<file path="config.mk">
export PLATFORM = sky130hd
export DESIGN_NAME = pfsa_ctrl
export DESIGN_NICKNAME = d
export VERILOG_FILES = /design/src/hw/rtl/pfsa_pkg.sv /design/src/hw/rtl/pfsa_ctrl.sv
export SDC_FILE = /design/constraint.sdc
export NUM_CORES = 1
export LEC_CHECK = 0
export ABC_AREA = 0
export BUFFER_PORTS_ARGS = -buffer_cell sky130_fd_sc_hd__buf_2
export CORE_AREA = 2 2 157 159
export DETAILED_ROUTE_END_ITERATION = 6
export DIE_AREA = 0 0 159 161
export PLACE_DENSITY = 0.81
export SLEW_MARGIN = 5
export SYNTH_ARGS = -nofsm -noshare
export SYNTH_HDL_FRONTEND = slang
export SYNTH_SLANG_ARGS = --single-unit
</file>
<file path="constraint.sdc">
create_clock -name clk -period 7.95 [get_ports clk]
set_clock_uncertainty 0.05 [all_clocks]
set_input_delay 0.795 -clock clk [delete_from_list [all_inputs] [get_ports clk]]
set_output_delay 0.795 -clock clk [all_outputs]
set_load 0.05 [all_outputs]
</file>
<file path="src/hw/rtl/pfsa_pkg.sv">
// ----------------------------------------------------------------------------
// pfsa_pkg
// Shared constants, codes and types for the page frame stack allocator.
// ----------------------------------------------------------------------------
package pfsa_pkg;

  // Stack geometry
  localparam int STACK_DEPTH = 4096;
  localparam int PTR_W       = $clog2(STACK_DEPTH);
  localparam int CNT_W       = $clog2(STACK_DEPTH + 1);

  localparam logic [CNT_W-1:0] DEPTH_CNT = CNT_W'(STACK_DEPTH);

  // Field widths
  localparam int ADDR_W   = 32;
  localparam int WALK_W   = 34;  // page cursor, may step past a 33-bit end
  localparam int END_W    = 33;  // base + length, no wrap
  localparam int ADDED_W  = 13;
  localparam int PAGE_OFS = 12;

  localparam logic [ADDR_W-1:0]  LOW_MEM_LIMIT = 32'h0010_0000;
  localparam logic [WALK_W-1:0]  PAGE_STEP     = 34'h0_0000_1000;
  localparam logic [7:0]         TYPE_USABLE   = 8'd1;

  // Opcodes
  localparam logic [1:0] OP_FREE   = 2'd0;
  localparam logic [1:0] OP_ALLOC  = 2'd1;
  localparam logic [1:0] OP_REGION = 2'd2;

  // Status codes
  localparam logic [1:0] ST_OK      = 2'd0;
  localparam logic [1:0] ST_FULL    = 2'd1;
  localparam logic [1:0] ST_EMPTY   = 2'd2;
  localparam logic [1:0] ST_IGNORED = 2'd3;

  // Configuration register indexes
  localparam logic [1:0] REG_KERNEL_BASE    = 2'd0;
  localparam logic [1:0] REG_KERNEL_LIMIT   = 2'd1;
  localparam logic [1:0] REG_RESERVED_BASE  = 2'd2;
  localparam logic [1:0] REG_RESERVED_LIMIT = 2'd3;

  typedef struct packed {
    logic [1:0]        opcode;
    logic [ADDR_W-1:0] address;
    logic [ADDR_W-1:0] region_length;
    logic [7:0]        region_type;
  } item_t;

  typedef struct packed {
    logic [ADDR_W-1:0] kernel_base;
    logic [ADDR_W-1:0] kernel_limit;
    logic [ADDR_W-1:0] reserved_base;
    logic [ADDR_W-1:0] reserved_limit;
  } excl_t;

  typedef struct packed {
    logic [ADDR_W-1:0]  alloc_address;
    logic [1:0]         status;
    logic [ADDED_W-1:0] pages_added;
    logic               is_full;
    logic               is_empty;
  } res_t;

endpackage

</file>
<file path="src/hw/rtl/pfsa_ctrl.sv">
// ----------------------------------------------------------------------------
// pfsa_ctrl
// Operation sequencer: push, pop and region walk over the stack RAM.
// ----------------------------------------------------------------------------
module pfsa_ctrl (
  input  logic                            clk,
  input  logic                            rst_n,
  input  logic                            item_valid,
  output logic                            item_ready,
  input  pfsa_pkg::item_t                 item,
  input  pfsa_pkg::excl_t                 excl,
  output logic                            res_valid,
  input  logic                            res_take,
  output pfsa_pkg::res_t                  res,
  output logic                            mem_wr_en,
  output logic [pfsa_pkg::PTR_W-1:0]      mem_wr_addr,
  output logic [pfsa_pkg::ADDR_W-1:0]     mem_wr_data,
  output logic                            mem_rd_en,
  output logic [pfsa_pkg::PTR_W-1:0]      mem_rd_addr,
  input  logic [pfsa_pkg::ADDR_W-1:0]     mem_rd_data
);
  import pfsa_pkg::*;

  localparam logic [1:0] S_IDLE = 2'd0;
  localparam logic [1:0] S_POP  = 2'd1;
  localparam logic [1:0] S_WALK = 2'd2;
  localparam logic [1:0] S_DONE = 2'd3;

  logic [1:0]         state_r,  state_nxt;
  logic [CNT_W-1:0]   count_r,  count_nxt;
  logic [WALK_W-1:0]  page_r,   page_nxt;
  logic [END_W-1:0]   end_r,    end_nxt;
  logic [ADDR_W-1:0]  alloc_r,  alloc_nxt;
  logic [1:0]         status_r, status_nxt;
  logic [ADDED_W-1:0] added_r,  added_nxt;

  logic               full;
  logic               accept;
  logic [CNT_W-1:0]   count_dec;
  logic [WALK_W-1:0]  page_start;
  logic               in_kernel;
  logic               in_reserved;
  logic               walk_more;

  assign full      = (count_r == DEPTH_CNT);
  assign accept    = item_valid && item_ready;
  assign count_dec = count_r - CNT_W'(1);

  // Region base rounded up to a page boundary, in walk width
  always_comb begin
    page_start = {{(WALK_W-ADDR_W){1'b0}}, item.address};
    if (item.address[PAGE_OFS-1:0] != '0) begin
      page_start = {{(WALK_W-ADDR_W){1'b0}}, item.address[ADDR_W-1:PAGE_OFS],
                    {PAGE_OFS{1'b0}}} + PAGE_STEP;
    end
  end

  assign in_kernel   = (page_r >= {2'b00, excl.kernel_base}) &&
                       (page_r <  {2'b00, excl.kernel_limit});
  assign in_reserved = (page_r >= {2'b00, excl.reserved_base}) &&
                       (page_r <  {2'b00, excl.reserved_limit});
  assign walk_more   = (page_r < {1'b0, end_r});

  assign item_ready  = (state_r == S_IDLE);
  assign res_valid   = (state_r == S_DONE);

  assign res.alloc_address = alloc_r;
  assign res.status        = status_r;
  assign res.pages_added   = added_r;
  assign res.is_full       = full;
  assign res.is_empty      = (count_r == '0);

  always_comb begin
    state_nxt   = state_r;
    count_nxt   = count_r;
    page_nxt    = page_r;
    end_nxt     = end_r;
    alloc_nxt   = alloc_r;
    status_nxt  = status_r;
    added_nxt   = added_r;
    mem_wr_en   = 1'b0;
    mem_wr_addr = count_r[PTR_W-1:0];
    mem_wr_data = item.address;
    mem_rd_en   = 1'b0;
    mem_rd_addr = count_dec[PTR_W-1:0];

    unique case (state_r)
      S_IDLE: begin
        if (accept) begin
          alloc_nxt  = '0;
          added_nxt  = '0;
          status_nxt = ST_OK;
          state_nxt  = S_DONE;
          unique case (item.opcode)
            OP_FREE: begin
              if (full) begin
                status_nxt = ST_FULL;
              end else begin
                mem_wr_en = 1'b1;
                count_nxt = count_r + CNT_W'(1);
              end
            end
            OP_ALLOC: begin
              if (count_r == '0) begin
                status_nxt = ST_EMPTY;
              end else begin
                mem_rd_en = 1'b1;
                count_nxt = count_dec;
                state_nxt = S_POP;
              end
            end
            OP_REGION: begin
              if (item.region_type != TYPE_USABLE || item.address < LOW_MEM_LIMIT) begin
                status_nxt = ST_IGNORED;
              end else begin
                page_nxt  = page_start;
                end_nxt   = {1'b0, item.address} + {1'b0, item.region_length};
                state_nxt = S_WALK;
              end
            end
            default: begin
              status_nxt = ST_IGNORED;
            end
          endcase
        end
      end

      S_POP: begin
        alloc_nxt = mem_rd_data;
        state_nxt = S_DONE;
      end

      S_WALK: begin
        mem_wr_data = page_r[ADDR_W-1:0];
        if (!walk_more) begin
          state_nxt = S_DONE;
        end else if (in_kernel || in_reserved) begin
          page_nxt = page_r + PAGE_STEP;
        end else if (full) begin
          status_nxt = ST_FULL;
          state_nxt  = S_DONE;
        end else begin
          mem_wr_en = 1'b1;
          count_nxt = count_r + CNT_W'(1);
          page_nxt  = page_r + PAGE_STEP;
          if (added_r != '1) begin
            added_nxt = added_r + ADDED_W'(1);
          end
        end
      end

      S_DONE: begin
        if (res_take) begin
          state_nxt = S_IDLE;
        end
      end

      default: begin
        state_nxt = S_IDLE;
      end
    endcase
  end

  always_ff @(posedge clk) begin
    if (!rst_n) begin
      state_r <= S_IDLE;
      count_r <= '0;
      page_r  <= '0;
      end_r   <= '0;
    end else begin
      state_r <= state_nxt;
      count_r <= count_nxt;
      page_r  <= page_nxt;
      end_r   <= end_nxt;
    end
  end

  always_ff @(posedge clk) begin
    alloc_r  <= alloc_nxt;
    status_r <= status_nxt;
    added_r  <= added_nxt;
  end

endmodule

</file>
* Word-level counts from Yosys, hierarchy flattened
Index checks and enable logic that the tools add are counted.
** Storage, ports and cells
- Flip-flop bits (word level) :: 129
- Bits in latches :: 0
- RAM bits :: 0
- ROM bits :: 0
- Input port bits :: 238
- Output and inout bits :: 109
- Word-level logic and storage cells :: 112
- Memories kept :: 0
** Operators by class
- Add/sub/neg operators :: 6
- $mul :: 0
- Divide/modulo/power cells :: 0
- Order comparisons :: 6
- Equality and inequality tests :: 22
- Shift operators :: 0
- Muxes and demuxes :: 52
- Bitwise logic cells :: 1
- Reduce and logical (&&, ||, !) cells :: 18
** Operator list (number)
- $mux 34 :: 6
- $mux 13 :: 10
- $pmux 13 s2 :: 3
- $ge 34x32->1 :: 2
- $lt 34x32->1 :: 2
- $pmux 34 s2 :: 1
- $mux 32 :: 2
- $pmux 32 s2 :: 1
- $add 34x13->34 const B :: 1
- $lt 34x33->1 :: 1
- $add 32x13->33 const B :: 1
- $add 32x32->33 :: 1
- $mux 33 :: 1
- $lt 32x21->1 const B :: 1
- $add 13x1->13 const B :: 2
- $mux 2 :: 12
- $reduce_and 6->1 :: 3
- $eq 13x13->1 const B :: 1
- $logic_not 13->1 :: 1
- $ne 13x13->1 const B :: 1
- $sub 13x1->13 const B :: 1
- $ne 2x2->1 const B :: 6
- $ne 3x3->1 const B :: 4
- $reduce_bool 12->1 :: 1
- other kinds (18) :: 40

* Logic depth before layout (Yosys ltp)
Gate-level depths: netlist of run 1.
- Depth in word-level cells :: 6
- Gate-level depth with buffers :: 12
- Mapped depth without buffers :: 11

* Least setup slack after synthesis of run 1
No wires, ideal clock.
- Path type :: input port to output port
- Start :: in excl[125] in the netlist's numbering
- End :: out mem_wr_en
- Arrival time :: 3.340 ns
- Required time :: 7.105 ns
- Setup slack :: 3.765 ns
- Stages on the path :: 11
- Path buffers :: 1
- Cell sequence :: inv_1 > ha_1 > a21oi_1 > nor2_1 > a2111oi_4 > nand2_1 > o311ai_4 > o22ai_4 > buf_6 > o31a_2 > nor2_1
** Between the ends
- Cells in the longest elaborated chain, start to end :: 6
** RTL lines
- start, declared :: RTL line pfsa_ctrl.sv:11 : input pfsa_pkg::excl_t excl,
- $ge 34x32->1 :: RTL line pfsa_ctrl.sv:58 : assign in_kernel = (page_r >= {2'b00, excl.kernel_base}) &&
- $logic_and 1x1->1 :: RTL line pfsa_ctrl.sv:58
- $logic_or 1x1->1 :: RTL line pfsa_ctrl.sv:137 : end else if (in_kernel || in_reserved) begin
- $mux 1 :: RTL line pfsa_ctrl.sv:137
- $mux 1 :: RTL line pfsa_ctrl.sv:135 : if (!walk_more) begin
- $pmux 1 s2 :: RTL line pfsa_ctrl.sv:87 : unique case (state_r)
- end, declared :: RTL line pfsa_ctrl.sv:15 : output logic mem_wr_en,
No other way between the ends.

* Worst setup path after layout of run 1
- Start :: reg page_r[23]
- End :: out mem_wr_en
** Between the ends
- Cells in the longest elaborated chain, start to end :: 6
- Elaborated cells between the ends (all ways) :: 11
- Classes of those cells :: order compare (5); mux (3); reduce/logical (3)
** RTL lines
- start, declared :: RTL line pfsa_ctrl.sv:31 : logic [WALK_W-1:0] page_r, page_nxt;
- start signal, assigned :: RTL line pfsa_ctrl.sv:173 : page_r <= page_nxt;
- $ge 34x32->1 (tied with other cells) :: RTL line pfsa_ctrl.sv:58
- $logic_and 1x1->1 (on tied branches) :: RTL line pfsa_ctrl.sv:58, pfsa_ctrl.sv:60
- $logic_or 1x1->1 :: RTL line pfsa_ctrl.sv:137
- $mux 1 :: RTL line pfsa_ctrl.sv:137
- $mux 1 * :: RTL line pfsa_ctrl.sv:135
- $pmux 1 s2 * :: RTL line pfsa_ctrl.sv:87
Every way passes the cells marked *; elsewhere a longest branch is shown, timed or not.

==> flow_summary.yaml, run 1 <==
clock_network:
  numCtsBuffers: 17
  clock_path_buffers: 2
  clk_latency_ns: 0.42
  cts_tree: "done"
  post-cts-setup-buffer-count: 0
  htree_levels: 4
  root_buffer: "clkbuf_16"
  path_clk_slew_ns: 0.06
  cts_sinks: 129
  cts_resized: 0
  cts_hold_buf: 0
critical_path:
  crit_chain: "ha_1, a21o_1, a21o_1, a21o_1, a221oi_1, o311ai_4, o22ai_4, o31a_2, nor2_1, buf_2"
  required_ns: 7.11
  reg2reg_from: "page_r[29]"
  crit_end: "mem_wr_en"
  crit_slowest_cell: "dfxtp_1"
  crit_path_max_fanout: 17
  slowest_delay_ns: 0.69
  timing.rr.end: "added_r[12]"
  crit_buf_inv: 1
  cp_top_family: "compound AO/OA/AOI/OAI gates"
  critPathArrivalTime_ns: 3.68
  path_class: "flop to output port"
  startpoint_type: "flop"
  reg2regPathDepth: 10
  r2r_slack_ns: 3.89
  worstSetupPathDepth: 10
  endpoint_kind: "output port"
  crit_top_cell: "a21o_1"
  setup.worst_path.start: "page_r[23]"
logic_synthesis:
  avgSynthCellArea_um2: 8.06
  synth_edf_count: 47
  synth_seq_area_share: 0.235
  synth_area_um2: 13000
  yosys.cell_types.count: 85
  ys_ff_latch: 129
  synthCells: 1611
  synth-async-reset-ratio: 0
  ys_warn_count: 0
  synth_flop_cell: "dfxtp_1"
  syn_nets: 2055
sta:
  fin_crit_sh: 0.569
  worst_pin_slew_ns: 1.16
  period_minus_slack_ns: 4.53
  rsz0062_at_grt: "no"
  slew_violations: 0
  setup_viol: 0
  max_freq_mhz: 221
  hold_viol_final: 0
  setup_tns_ns: 0
  relSlewSlack: 0.226
hold_path:
  hp-class: "flop to flop"
  worstHoldStart: "end_r[22]"
route:
  wl_met1_mm: 17.0
  dr.max_layer_used: "met4"
  num_vias: 13400
  detail-route-antenna-nets: 0
  wirelength_mm: 40.1
  drt-vias-per-instance: 5.94
  drt_pass1_iterations: 6
  drc: 0
  met3WireLength_mm: 2.94
  wl_met2_mm: 18.6
  dr.first_iter.drc_count: 1027
  wl_per_cell_um: 17.9
floorplanning:
  core_um2: 24000
  die_w_um: 159
  rows: 57
  fp.dieH_um: 161
  dieArea_um2: 25600
  start_util: 0.542
  ioPinCount: 347
pwr:
  p_total_uw: 4240
  leakagePower_uw: 0.00749
  power_density_nw_per_um2: 275
  ir_drop_mv: 0.295
placed_design:
  io_buffers: 346
  place_inst: 2214
  postPlaceCellArea_um2: 14900
  dp_hpwl_mm: 31.5
  routabilityCongestion: 0.965
finish:
  final_cells: 2249
  syn2layout_area_growth_pct: 18.9
  layout_commonest_cell: "buf_2"
  fin_nets: 2353
  design_area_um2: 15400
  final_cell_mix: "buf_2 (346), ha_1 (204), inv_1 (186)"
  layout-drive-gt1-share: 0.235
global_route:
  grt_pass1_vias: 12800
  grt_antenna_before_repair: 3
  grt_max_degree: 100
  grt_pass1_wl_mm: 64.1
  grt_overflow_total: 0
  grt_use_total: 0.306
run:
  maxCapViolCount: 0
outcome:
  status: "completed"
[per-stage QoR]
step	worst slack, ns	hold WS, ns	utilization
after detailed placement	3.60	0.397	0.620
after floorplan	3.77	0.382	-
after global placement	3.74	0.390	0.620
final	3.42	0.403	0.644
after global routing	3.23	0.414	0.644
after CTS	3.43	0.404	0.644
[worst min-delay path, stage by stage (launching register included)]
cell	delay, ns
dfxtp_1	0.31
nand2_1	0.05
a21oi_1	0.05
[synthesized netlist by cell type, types with 11 or more instances]
cell       instances  share of area
and4_1            11         0.0074
nor2_1            78          0.023
nand4_1           35          0.017
o211ai_1          16         0.0093
dfxtp_1           82           0.13
and2_1            47          0.023
xor2_1            23          0.016
nand2_1          151          0.044
a2111oi_0         14         0.0094
xnor2_1           27          0.018
and3_1            22          0.011
nand2b_1          23          0.011
a21oi_1          115          0.044
buf_4             14         0.0081
inv_1            186          0.054
a21o_1            36          0.021
a31oi_1           14         0.0067
o21ai_0           76          0.029
a211oi_1          31          0.018
mux2i_1           14          0.011
nand3_1           53          0.020
clkbuf_1          54          0.016
edfxtp_1          47           0.11
mux2_2            29          0.025
or3_1             15         0.0072
ha_1             205           0.20
nor3_1            33          0.013
nor4_1            14         0.0067
[final cells by class]
| type | count | area [um^2] |
|---|---|---|
| clock inverter | 15 | 135 |
| clock buffer | 17 | 425 |
| fill | 2044 | 8530 |
| timing repair buffer | 354 | 1790 |
| inverter | 187 | 702 |
| sequential | 129 | 3050 |
| multi-input combinational | 1220 | 8910 |
| tap | 324 | 405 |
| antenna | 3 | 7.51 |
[power breakdown]
| group | switching (uW) | leakage (uW) | internal [uW] |
|---|---|---|---|
| Sequential | 179 | 0.00113 | 863 |
| Clock | 329 | 0.000268 | 413 |
| Combinational | 1740 | 0.00609 | 715 |
| Total | 2250 | 0.00749 | 1990 |
[logic make-up after synthesis]
logic type / count (synthesis) / share of synthesized area
fa+ha+maj: 206 / 0.199
flops: 129 / 0.235
xor+xnor: 50 / 0.0337
mux: 43 / 0.0360
compound gates: 404 / 0.213
buf+inv: 262 / 0.0807
simple gates: 517 / 0.202
[sequential cells by signal, summed over array words and instances (netlist names)]
signal and flops:
page_r 34, end_r 33, alloc_r 32, added_r 13, count_r 13, state_r 2, status_r 2
[layer usage]
layer / global-route usage / up-vias
met3: 0.0449 / 118
li1: - / 6470
met4: 0.132 / 0
met1: 0.389 / 6120
met2: 0.519 / 645
met5: 0 / -
[how the worst min path moves through the flow]
stage	depth (start not counted)	to
3_3_place_gp	2	end_r[23]
4_1_cts	2	end_r[22]
2_1_floorplan	2	end_r[22]
5_1_grt	2	end_r[22]
6_report	2	end_r[22]
3_5_place_dp	2	end_r[22]
(Power assumes the default switching activity.)
==> run 2, diff against run 1 <==
clock period = 4.3 ns   (was 7.95 ns; I/O delays follow)
==> run 2 against run 1 <==
  * Routed wire length is essentially flat
  * First-iteration DRC count shrank 13%
  * Register-to-register slack lost 3.4 ns
  * Sequential power grew 83%
  * Clock-buffer cell count is the same
  * Global-route usage shrank 0.13 points
  * Largest power group unchanged
==> flow_summary.yaml, run 2 (same netlist as run 1, synthesis figures left out) <==
route:
  dr.first_iter.drc_count: 898
  wirelength_mm: 40.2
  wl_per_cell_um: 17.8
  drt-vias-per-instance: 5.90
  drc: 0
  drt_pass1_iterations: 7
  detail-route-antenna-nets: 0
  num_vias: 13300
pwr:
  ir_drop_mv: 0.481
  combPwrFrac: 0.577
  leakagePower_uw: 0.00754
  swShare: 0.526
  seq_power_share: 0.240
  clockPowerShare: 0.183
  power.switching_uw: 4180
  p_total_uw: 7940
  power_density_nw_per_um2: 513
  p_int_uw: 3760
finish:
  layout-drive-gt1-share: 0.238
  reg_top3: "page_r x34, end_r x33, alloc_r x32"
  fin_nets: 2359
  syn2layout_area_growth_pct: 19.4
  largest_reg_flops: 34
  design_area_um2: 15500
  final_cells: 2253
  top_register: "page_r"
  layout_commonest_cell: "buf_2"
  final_cell_mix: "buf_2 (346), ha_1 (204), inv_1 (186)"
critical_path:
  crit_chain: "ha_1, a21o_1, a21oi_1, o21ai_0, a2111oi_0, o211a_1, o22ai_4, o31a_2, nor2_1, buf_2"
  crit_path_max_fanout: 17
  startpoint_type: "flop"
  worstSetupPathDepth: 10
  cp_top_family: "compound AO/OA/AOI/OAI gates"
  reg2reg_from: "page_r[11]"
  r2r_slack_ns: 0.47
  required_ns: 3.82
  crit_buf_inv: 1
  endpoint_kind: "output port"
  reg2regPathDepth: 10
  path_class: "flop to output port"
  slowest_delay_ns: 0.62
  crit_slowest_cell: "a2111oi_0"
  crit_end: "mem_wr_en"
  critPathArrivalTime_ns: 3.68
  setup.worst_path.start: "page_r[11]"
  timing.rr.end: "added_r[12]"
global_route:
  grt_max_degree: 78
  grt_antenna_before_repair: 1
  grt_pass1_wl_mm: 63.6
  grt_overflow_total: 0
  grt_use_total: 0.304
  grt_pass1_vias: 12700
floorplanning:
  ioPinCount: 347
  rows: 57
  fp.dieH_um: 161
  start_util: 0.542
  die_w_um: 159
  dieArea_um2: 25600
  core_um2: 24000
clock_network:
  cts_hold_buf: 0
  post-cts-setup-buffer-count: 0
  cts_tree: "done"
  clk_latency_ns: 0.42
  numCtsBuffers: 17
  htree_levels: 4
  path_clk_slew_ns: 0.07
  root_buffer: "clkbuf_16"
  clock_path_buffers: 2
  cts_resized: 0
  cts_sinks: 129
sta:
  hold_viol_final: 0
  fin_crit_sh: 0.968
  whs_ns: 0.240
  max_freq_mhz: 240
  relSlewSlack: 0.355
  setup_viol: 0
  setup_tns_ns: 0
  worst_pin_slew_ns: 0.964
  rsz0062_at_grt: "no"
  period_minus_slack_ns: 4.16
  slew_violations: 0
placed_design:
  io_buffers: 346
  postPlaceCellArea_um2: 14900
  place_inst: 2220
  routabilityCongestion: 0.961
  dp_hpwl_mm: 32.0
run:
  maxCapViolCount: 0
hold_path:
  hp-class: "primary input to flop"
outcome:
  status: "completed"
[run 2: final cells by class]
type	count	area, um^2
clock buffers	17	425
well taps	324	405
multi-input cells	1220	8910
flip-flops and latches	129	3050
inverters	187	702
fillers	2059	8470
repair buffers	360	1840
diodes	1	2.50
clock inverters	15	159
[run 2: metrics by stage]
stage          setup slack [ns]  utilization
3_5_place_dp              0.588        0.622
3_3_place_gp              0.647        0.622
4_1_cts                   0.207        0.646
2_1_floorplan             0.417            -
6_report                  0.137        0.647
5_1_grt                  0.0157        0.647
[run 2: routing by layer]
metal	vias up	track usage	routed length, um
met5	-	0	0
met4	0	0.132	1560
met3	115	0.0406	3070
met2	633	0.504	18300
met1	6081	0.400	17300
li1	6473	-	-
[run 2: worst min-delay path by stage]
stage | startpoint | end | slack, ns | depth (start not counted)
floorplan | end_r[22] | end_r[22] | 0.38 | 2
CTS | mem_rd_data[1] | alloc_r[1] | 0.22 | 2
detailed placement | end_r[6] | end_r[6] | 0.39 | 2
global placement | end_r[4] | end_r[4] | 0.39 | 2
finish | mem_rd_data[16] | alloc_r[16] | 0.24 | 2
global route | mem_rd_data[5] | alloc_r[5] | 0.24 | 2
[run 2: power groups by stage]
stage,logic [uW],registers [uW],clock network [uW]
after floorplan,2880,2430,0
after global placement,4460,1900,0
after detailed placement,4540,1920,0
after CTS,4560,1890,1470
after global routing,4890,1930,1520
final,4580,1900,1450
